<file path="config.mk">
export PLATFORM = sky130hd
export DESIGN_NAME = crc_framed_record_verifier
export DESIGN_NICKNAME = d
export VERILOG_FILES = /design/src/rtl/cfrv_pkg.sv /design/src/rtl/cfrv_front.sv /design/src/rtl/cfrv_queue.sv /design/src/rtl/cfrv_back.sv /design/src/rtl/crc_framed_record_verifier.sv
export SDC_FILE = /design/constraint.sdc
export NUM_CORES = 1
export LEC_CHECK = 0
export BUFFER_PORTS_ARGS = -buffer_cell sky130_fd_sc_hd__buf_4
export CAP_MARGIN = 10
export CORE_MARGIN = 5
export CORE_UTILIZATION = 42
export CTS_BUF_LIST = sky130_fd_sc_hd__clkbuf_8
export CTS_CLUSTER_SIZE = 16
export DETAILED_ROUTE_END_ITERATION = 7
export GPL_ROUTABILITY_DRIVEN = 0
export SYNTH_ARGS = -nofsm -noshare
export SYNTH_HDL_FRONTEND = slang
export SYNTH_SLANG_ARGS = --single-unit
export TNS_END_PERCENT = 5
</file>
<file path="constraint.sdc">
create_clock -name clk -period 9.5 [get_ports clk]
set_input_delay 1.425 -clock clk [delete_from_list [all_inputs] [get_ports clk]]
set_output_delay 1.425 -clock clk [all_outputs]
set_load 0.02 [all_outputs]
</file>
<file path="src/rtl/cfrv_pkg.sv">
// shared types, constants and helper functions for the framed record verifier
package cfrv_pkg;

    localparam int unsigned POS_W     = 21;
    localparam int unsigned HDR_BYTES = 16;
    localparam logic [POS_W-1:0] POS_SAT   = 21'h1F_FFFF;
    localparam logic [POS_W-1:0] CAP_RESET = 21'd1048576;
    localparam logic [31:0] CRC_POLY = 32'hEDB8_8320;
    localparam logic [31:0] CRC_ONES = 32'hFFFF_FFFF;

    // queue between front and back
    localparam int unsigned QDEPTH = 4;
    localparam int unsigned QPTR_W = 2;
    localparam int unsigned QCNT_W = 3;

    typedef enum logic [1:0] {
        ST_OK        = 2'd0,
        ST_CORRUPT   = 2'd1,
        ST_TOO_SMALL = 2'd2
    } status_t;

    typedef enum logic {
        KIND_PAYLOAD = 1'b0,
        KIND_STATUS  = 1'b1
    } kind_t;

    // one classified beat from the front: a payload byte, a status, or both
    typedef struct packed {
        logic             has_payload;
        logic [7:0]       data;
        logic             has_status;
        status_t          status;
        logic [POS_W-1:0] length;
    } entry_t;

    // expected bytes of the fixed header part: magic word, version, header size
    function automatic logic [7:0] hdr_expect(input logic [2:0] idx);
        logic [7:0] val;
        unique case (idx)
            3'd0:    val = 8'h41;
            3'd1:    val = 8'h43;
            3'd2:    val = 8'h47;
            3'd3:    val = 8'h53;
            3'd4:    val = 8'h01;
            3'd5:    val = 8'h00;
            3'd6:    val = 8'h10;
            default: val = 8'h00;
        endcase
        return val;
    endfunction

    // reflected crc-32 over one byte, unrolled to an xor network
    function automatic logic [31:0] crc_byte(input logic [31:0] crc_in, input logic [7:0] b);
        logic [31:0] c;
        c = crc_in ^ {24'd0, b};
        for (int i = 0; i < 8; i++)
        begin
            c = (c >> 1) ^ (CRC_POLY & {32{c[0]}});
        end
        return c;
    endfunction

endpackage

</file>
<file path="src/rtl/cfrv_front.sv">
// front part: accepts record bytes, checks the header, runs the crc and decides status
module cfrv_front #(
    parameter int unsigned MAX_PAYLOAD = 1048576
) (
    input  logic                   clk,
    input  logic                   rst_n,
    input  logic                   push,
    output logic                   full,
    input  logic [7:0]             data_byte,
    input  logic                   last_byte,
    input  logic                   cfg_valid,
    output logic                   cfg_ready,
    input  logic [20:0]            capacity_limit,
    input  logic                   q_full,
    output logic                   q_push,
    output cfrv_pkg::entry_t       q_entry
);
    import cfrv_pkg::*;

    logic [POS_W-1:0] pos_reg, pos_next;
    logic             hdr_good_reg, hdr_good_next;
    logic [31:0]      decl_reg, decl_next;
    logic [31:0]      chk_reg, chk_next;
    logic [31:0]      crc_reg, crc_next;
    logic [POS_W-1:0] cap_reg;

    logic             accept;
    logic             is_payload;
    logic             sat_hit;
    logic             corrupt;
    status_t          status_val;

    assign cfg_ready = 1'b1;
    assign full      = q_full;
    assign accept    = push && !q_full;

    // capacity register
    always_ff @(posedge clk or negedge rst_n)
    begin
        if (!rst_n)
            cap_reg <= CAP_RESET;
        else if (cfg_valid && cfg_ready)
            cap_reg <= capacity_limit;
    end

    // header capture, crc and byte count for this beat
    always_comb
    begin
        is_payload    = pos_reg >= POS_W'(HDR_BYTES);
        sat_hit       = pos_reg == POS_SAT;
        pos_next      = sat_hit ? pos_reg : pos_reg + 1'b1;
        hdr_good_next = hdr_good_reg;
        decl_next     = decl_reg;
        chk_next      = chk_reg;
        crc_next      = is_payload ? crc_byte(crc_reg, data_byte) : crc_reg;
        if (!is_payload)
        begin
            if (pos_reg[3] == 1'b0)
            begin
                if (data_byte != hdr_expect(pos_reg[2:0]))
                    hdr_good_next = 1'b0;
            end
            else if (pos_reg[2] == 1'b0)
            begin
                decl_next[8*pos_reg[1:0] +: 8] = decl_reg[8*pos_reg[1:0] +: 8] | data_byte;
            end
            else
            begin
                chk_next[8*pos_reg[1:0] +: 8] = chk_reg[8*pos_reg[1:0] +: 8] | data_byte;
            end
        end
    end

    // status decision on the final byte
    always_comb
    begin
        corrupt = (pos_next < POS_W'(HDR_BYTES)) || sat_hit || !hdr_good_next
                  || (decl_next > 32'(MAX_PAYLOAD))
                  || (({1'b0, decl_next} + 33'(HDR_BYTES)) != {12'd0, pos_next});
        if (corrupt)
            status_val = ST_CORRUPT;
        else if (decl_next > {11'd0, cap_reg})
            status_val = ST_TOO_SMALL;
        else if ((crc_next ^ CRC_ONES) != chk_next)
            status_val = ST_CORRUPT;
        else
            status_val = ST_OK;
    end

    // beat toward the back part
    always_comb
    begin
        q_push              = accept && (is_payload || last_byte);
        q_entry.has_payload = is_payload;
        q_entry.data        = data_byte;
        q_entry.has_status  = last_byte;
        q_entry.status      = status_val;
        q_entry.length      = (status_val == ST_OK) ? decl_next[POS_W-1:0] : '0;
    end

    // record state, cleared after the final byte
    always_ff @(posedge clk or negedge rst_n)
    begin
        if (!rst_n)
        begin
            pos_reg      <= '0;
            hdr_good_reg <= 1'b1;
            decl_reg     <= '0;
            chk_reg      <= '0;
            crc_reg      <= CRC_ONES;
        end
        else if (accept)
        begin
            if (last_byte)
            begin
                pos_reg      <= '0;
                hdr_good_reg <= 1'b1;
                decl_reg     <= '0;
                chk_reg      <= '0;
                crc_reg      <= CRC_ONES;
            end
            else
            begin
                pos_reg      <= pos_next;
                hdr_good_reg <= hdr_good_next;
                decl_reg     <= decl_next;
                chk_reg      <= chk_next;
                crc_reg      <= crc_next;
            end
        end
    end

endmodule

</file>
<file path="src/rtl/cfrv_queue.sv">
// short queue of classified beats between front and back
module cfrv_queue (
    input  logic              clk,
    input  logic              rst_n,
    input  logic              wr_en,
    input  cfrv_pkg::entry_t  wr_entry,
    input  logic              rd_en,
    output cfrv_pkg::entry_t  rd_entry,
    output logic              q_full,
    output logic              q_empty
);
    import cfrv_pkg::*;

    entry_t            mem [QDEPTH];
    logic [QPTR_W-1:0] wr_ptr_reg;
    logic [QPTR_W-1:0] rd_ptr_reg;
    logic [QCNT_W-1:0] cnt_reg;
    logic              do_wr;
    logic              do_rd;

    assign q_full   = cnt_reg == QCNT_W'(QDEPTH);
    assign q_empty  = cnt_reg == '0;
    assign do_wr    = wr_en && !q_full;
    assign do_rd    = rd_en && !q_empty;
    assign rd_entry = mem[rd_ptr_reg];

    // storage
    always_ff @(posedge clk)
    begin
        if (do_wr)
            mem[wr_ptr_reg] <= wr_entry;
    end

    // pointers and fill count
    always_ff @(posedge clk or negedge rst_n)
    begin
        if (!rst_n)
        begin
            wr_ptr_reg <= '0;
            rd_ptr_reg <= '0;
            cnt_reg    <= '0;
        end
        else
        begin
            if (do_wr)
                wr_ptr_reg <= wr_ptr_reg + 1'b1;
            if (do_rd)
                rd_ptr_reg <= rd_ptr_reg + 1'b1;
            if (do_wr && !do_rd)
                cnt_reg <= cnt_reg + 1'b1;
            else if (do_rd && !do_wr)
                cnt_reg <= cnt_reg - 1'b1;
        end
    end

endmodule

</file>
<file path="src/rtl/cfrv_back.sv">
// back part: expands queued beats into results and holds the output register
module cfrv_back (
    input  logic              clk,
    input  logic              rst_n,
    input  cfrv_pkg::entry_t  head,
    input  logic              q_empty,
    output logic              q_pop,
    output logic              empty,
    input  logic              pop,
    output logic              result_kind,
    output logic [7:0]        payload_byte,
    output logic [1:0]        status,
    output logic [20:0]       verified_length,
    output logic              end_of_run
);
    import cfrv_pkg::*;

    logic             out_valid_reg, out_valid_next;
    kind_t            kind_reg, kind_next;
    logic [7:0]       byte_reg, byte_next;
    status_t          status_reg, status_next;
    logic [POS_W-1:0] len_reg, len_next;
    logic             end_reg, end_next;
    logic             phase_reg, phase_next;
    logic             load_ok;
    logic             take;
    logic             emit_status;

    assign empty           = !out_valid_reg;
    assign result_kind     = kind_reg;
    assign payload_byte    = byte_reg;
    assign status          = status_reg;
    assign verified_length = len_reg;
    assign end_of_run      = end_reg;

    // pick the next result from the queue head
    always_comb
    begin
        load_ok        = !out_valid_reg || pop;
        take           = load_ok && !q_empty;
        emit_status    = phase_reg || !head.has_payload;
        out_valid_next = out_valid_reg && !pop;
        kind_next      = kind_reg;
        byte_next      = byte_reg;
        status_next    = status_reg;
        len_next       = len_reg;
        end_next       = end_reg;
        phase_next     = phase_reg;
        q_pop          = 1'b0;
        if (take)
        begin
            out_valid_next = 1'b1;
            if (emit_status)
            begin
                kind_next   = KIND_STATUS;
                byte_next   = '0;
                status_next = head.status;
                len_next    = head.length;
                end_next    = 1'b1;
                phase_next  = 1'b0;
                q_pop       = 1'b1;
            end
            else
            begin
                kind_next   = KIND_PAYLOAD;
                byte_next   = head.data;
                status_next = ST_OK;
                len_next    = '0;
                end_next    = !head.has_status;
                phase_next  = head.has_status;
                q_pop       = !head.has_status;
            end
        end
    end

    // output register control
    always_ff @(posedge clk or negedge rst_n)
    begin
        if (!rst_n)
        begin
            out_valid_reg <= 1'b0;
            phase_reg     <= 1'b0;
        end
        else
        begin
            out_valid_reg <= out_valid_next;
            phase_reg     <= phase_next;
        end
    end

    // output payload
    always_ff @(posedge clk)
    begin
        kind_reg   <= kind_next;
        byte_reg   <= byte_next;
        status_reg <= status_next;
        len_reg    <= len_next;
        end_reg    <= end_next;
    end

endmodule

</file>
<file path="src/rtl/crc_framed_record_verifier.sv">
// top level of the framed record verifier: front, beat queue and back
// a beat passes through the beat queue and then the output register before it shows as a result
// throughput: one byte per cycle while the queue is not full; a final payload byte
//   yields two results, the byte and then the status, from the single output register
// reset: asynchronous, clears record state, queue and output; capacity returns
//   to 1048576; no clearing pass is needed
module crc_framed_record_verifier #(
    parameter int unsigned MAX_PAYLOAD = 1048576
) (
    input  logic        clk,
    input  logic        rst_n,
    input  logic        push,
    output logic        full,
    input  logic [7:0]  data_byte,
    input  logic        last_byte,
    input  logic        cfg_valid,
    output logic        cfg_ready,
    input  logic [20:0] capacity_limit,
    output logic        empty,
    input  logic        pop,
    output logic        result_kind,
    output logic [7:0]  payload_byte,
    output logic [1:0]  status,
    output logic [20:0] verified_length,
    output logic        end_of_run
);
    import cfrv_pkg::*;

    entry_t f_entry;
    entry_t q_head;
    logic   f_push;
    logic   q_full;
    logic   q_empty;
    logic   q_pop;

    // front part
    cfrv_front #(
        .MAX_PAYLOAD (MAX_PAYLOAD)
    ) u_front (
        .clk            (clk),
        .rst_n          (rst_n),
        .push           (push),
        .full           (full),
        .data_byte      (data_byte),
        .last_byte      (last_byte),
        .cfg_valid      (cfg_valid),
        .cfg_ready      (cfg_ready),
        .capacity_limit (capacity_limit),
        .q_full         (q_full),
        .q_push         (f_push),
        .q_entry        (f_entry)
    );

    // beat queue
    cfrv_queue u_queue (
        .clk      (clk),
        .rst_n    (rst_n),
        .wr_en    (f_push),
        .wr_entry (f_entry),
        .rd_en    (q_pop),
        .rd_entry (q_head),
        .q_full   (q_full),
        .q_empty  (q_empty)
    );

    // back part
    cfrv_back u_back (
        .clk             (clk),
        .rst_n           (rst_n),
        .head            (q_head),
        .q_empty         (q_empty),
        .q_pop           (q_pop),
        .empty           (empty),
        .pop             (pop),
        .result_kind     (result_kind),
        .payload_byte    (payload_byte),
        .status          (status),
        .verified_length (verified_length),
        .end_of_run      (end_of_run)
    );

    // a status result always closes the run
    a_status_ends_run: assert property (@(posedge clk) disable iff (!rst_n)
        (!empty && result_kind == KIND_STATUS) |-> end_of_run)
        else $error("status result without end of run");

    // payload results carry no status or length
    a_payload_clean: assert property (@(posedge clk) disable iff (!rst_n)
        (!empty && result_kind == KIND_PAYLOAD) |-> (status == ST_OK && verified_length == '0))
        else $error("payload result with status or length");

    // a failing status reports zero length
    a_fail_no_len: assert property (@(posedge clk) disable iff (!rst_n)
        (!empty && result_kind == KIND_STATUS && status != ST_OK) |-> verified_length == '0)
        else $error("failing status with nonzero length");

    // queue never pops while empty
    a_no_pop_empty: assert property (@(posedge clk) disable iff (!rst_n)
        q_empty |-> !q_pop)
        else $error("queue pop while empty");

endmodule
</file>
==> flow_metrics.py <==
metrics = {
    "outcome": {
        "status": "finished, final reports clean",
    },
    "route": {
        "drt_iter0_markers": 1441,
        "drc": 0,
        "dr_total_vias": 14100,
        "finalWirelength_um": 51700,
        "ant_nets": 0,
        "wl_per_cell_um": 21.5,
        "avgViaCountPerCell": 5.86,
        "drtPass1Iterations": 6,
    },
    "grt": {
        "grt_use_total_pct": 21.1,
        "grt.busiest_layer": "met2",
        "grt_remaining_overflow": 0,
        "use_met1_pct": 29.5,
        "met3_usage_pct": 3.42,
        "antenna_found_initial": 0,
        "grt_pass1_vias": 13500,
        "grt_first_pass_wirelength_um": 80000,
        "met2_usage_pct": 33.7,
        "grt_max_degree": 88,
    },
    "logic_synthesis": {
        "synth_fp_nets": 1800,
        "post_synth.cell_area_avg_um2": 10.7,
        "synth_edf_count": 165,
        "postSynthCellCount": 1731,
        "synth.distinct_cells": 98,
        "async_reset_ff_share_pct": 47.3,
        "ys_seq_elements": 313,
        "ys.flop_type": "edfxtp_1",
        "yosys_warnings": 0,
        "synth_area_um2": 18600,
        "ys_seq_area_share_pct": 46.8,
    },
    "layout": {
        "area_growth_pct": 10.5,
        "antennaDiodeCount": 0,
        "nets": 1836,
        "fillCellCount": 4065,
        "layout_commonest_cell": "nand2_1",
        "mostFrequentLayoutCells": "167 x nand2_1, 165 x edfxtp_1, 141 x o21ai_0, 112 x dfrtp_1, 105 x nor2_1",
        "largest_reg_flops": 132,
        "drive_above_1_share_pct": 18.1,
        "regMostFlops": "u_queue.mem",
    },
    "floorplanning": {
        "floorplan.initialDensity_pct": 42.2,
        "die_h_um": 220,
        "coreArea_um2": 44000,
        "core.rowCount": 77,
        "die_width_um": 220,
        "ios": 71,
        "die-area_um2": 48600,
    },
    "timing": {
        "post-route-min-period_ns": 6.32,
        "finalHoldViolCount": 0,
        "timing_max_transition_violations_final": 0,
        "setup_viol": 0,
        "tns_ns": 0,
        "worst_pin_slew_ns": 1.14,
        "slew-limit-headroom_pct": 23.1,
        "grt_setup_unrepaired": "false",
        "worst_clock_skew_ns": 0.0393,
        "period_share_pct": 66.5,
        "fmax_ghz": 0.158,
    },
    "placement": {
        "numPortBuffers": 69,
        "hpwlAfterDp_um": 35300,
    },
    "setup_path": {
        "cp_data_required_time_ns": 9.85,
        "cp-end-kind": "flip-flop",
        "worstPathArrival_ns": 6.67,
        "startpoint_type": "flip-flop",
        "critPathKind": "flip-flop to flip-flop",
        "cp_max_fo": 41,
    },
    "pwr": {
        "peakVddDrop_mv": 0.119,
        "power_density_nw_per_um2": 271,
        "p_leak_nw": 7.83,
        "power_w": 0.00556,
    },
    "clocking": {
        "postCtsHoldBufs": 0,
        "cts_tree": "built",
        "cts_sinks": 313,
        "cts_resized": 0,
        "cts_made_buffers": 53,
        "postCtsSetupRepairBufs": 0,
        "htree_num_levels": 2,
        "clkTransAtPathRegs_ns": 0.06,
        "clk_latency_ns": 0.66,
        "cts_buffer_depth": 3,
        "root_buffer": "clkbuf_8",
    },
    "run": {
        "maxCapViolCount": 0,
    },
    "min_path": {
        "hold_class": "flip-flop to flip-flop",
    },
}
-- per-stage QoR --
| stage | cells | instance area, um2 | setup WS [ns] | util (%) | hold slack (ns) |
|---|---|---|---|---|---|
| floorplan | 1731 | 18600 | 4.58 | - | 0.456 |
| CTS | 2403 | 20500 | 3.19 | 46.6 | 0.488 |
| global route | 2403 | 20500 | 2.77 | 46.6 | 0.499 |
| global placement | 2304 | 19500 | 3.47 | 44.2 | 0.475 |
| detailed placement | 2304 | 19500 | 3.26 | 44.2 | 0.476 |
| finish | 2403 | 20500 | 3.18 | 46.6 | 0.489 |
-- synth_stat cells (all sizes together) (10+ instances only) --
library cell / n / area (um2)
buf: 46 / 308
a21o: 19 / 153
nor4: 47 / 459
mux2i: 34 / 360
a21oi: 87 / 435
dfstp: 34 / 893
nor3: 38 / 205
nor2b: 37 / 231
dfrtp: 114 / 2850
or4: 10 / 90.1
ha: 33 / 413
o31ai: 16 / 120
and3: 21 / 131
o22ai: 15 / 100
a21boi: 21 / 158
nand2: 167 / 627
or2: 10 / 62.6
and2: 15 / 93.8
mux4: 40 / 901
o22a: 11 / 96.3
nand3: 31 / 155
o21ai: 146 / 731
clkbuf: 62 / 234
a31oi: 13 / 81.3
mux2: 12 / 139
nand4: 36 / 253
a22o: 34 / 298
o211ai: 12 / 104
nor2: 107 / 418
xor2: 52 / 463
xnor2: 108 / 1050
edfxtp: 165 / 4950
inv: 41 / 154
nand2b: 12 / 82.6
-- report_power, final --
group / leakage, nW / switching [W] / internal [W] / total (W)
clock network: 0.621 / 0.000565 / 0.000637 / 0.00120
registers: 3.46 / 0.000181 / 0.00176 / 0.00195
logic: 3.75 / 0.00139 / 0.00102 / 0.00241
total: 7.83 / 0.00214 / 0.00342 / 0.00556
-- cell type report --
cell class / instances / area [um2] / area share, %
clock buffer: 60 / 826 / 4.02
tap: 592 / 741 / 3.61
timing repair buffer: 90 / 679 / 3.31
sequential: 313 / 8700 / 42.4
clock inverter: 39 / 233 / 1.13
inverter: 42 / 158 / 0.768
multi-input combinational: 1267 / 9200 / 44.8
-- routing by layer --
metal	wire, um	part of all wire [%]
met1	22500	44
met2	24200	47
met3	3280	6.4
met4	1640	3.2
met5	0	0
-- path summary, 6_finish.rpt --
path                                         start                   to  slack, ns  cells after the start
worst min register to register  u_queue.cnt_reg[2]   u_queue.cnt_reg[2]       0.49                      1
worst min-delay path            u_queue.cnt_reg[2]   u_queue.cnt_reg[2]       0.49                      1
min in group asynchronous                    rst_n  u_front.chk_reg[10]       0.87                      1
worst max register to register  u_front.pos_reg[0]   u_queue.mem[1][20]       3.18                     13
worst max-delay path            u_front.pos_reg[0]   u_queue.mem[1][20]       3.18                     13
max in group asynchronous                    rst_n  u_front.cap_reg[12]       7.22                      2
-- worst max-delay path, cell delays in order (launching register included) --
cell,delay [ns]
dfrtp_2,0.34
buf_4,0.53
inv_1,0.22
ha_1,0.46
nor3b_1,0.49
nand4_1,0.16
o21ai_0,0.46
ha_1,0.35
o21a_1,0.20
o211ai_1,0.22
or4_4,0.57
a2111oi_2,0.40
nand4_2,0.84
nor4_1,0.75
-- cell families after synthesis --
logic type | count (synthesis) | synth area share (%)
adders and majority gates | 34 | 2.33
and+or+nand+nor | 568 | 16.7
AOI/OAI and AO/OA | 416 | 14.4
buffers and inverters | 151 | 3.83
xor gates and xnor gates | 162 | 8.37
DFF | 313 | 46.8
muxes | 86 | 7.53
other | 1 | 0.0202
Power figures use the tool's default switching activity.
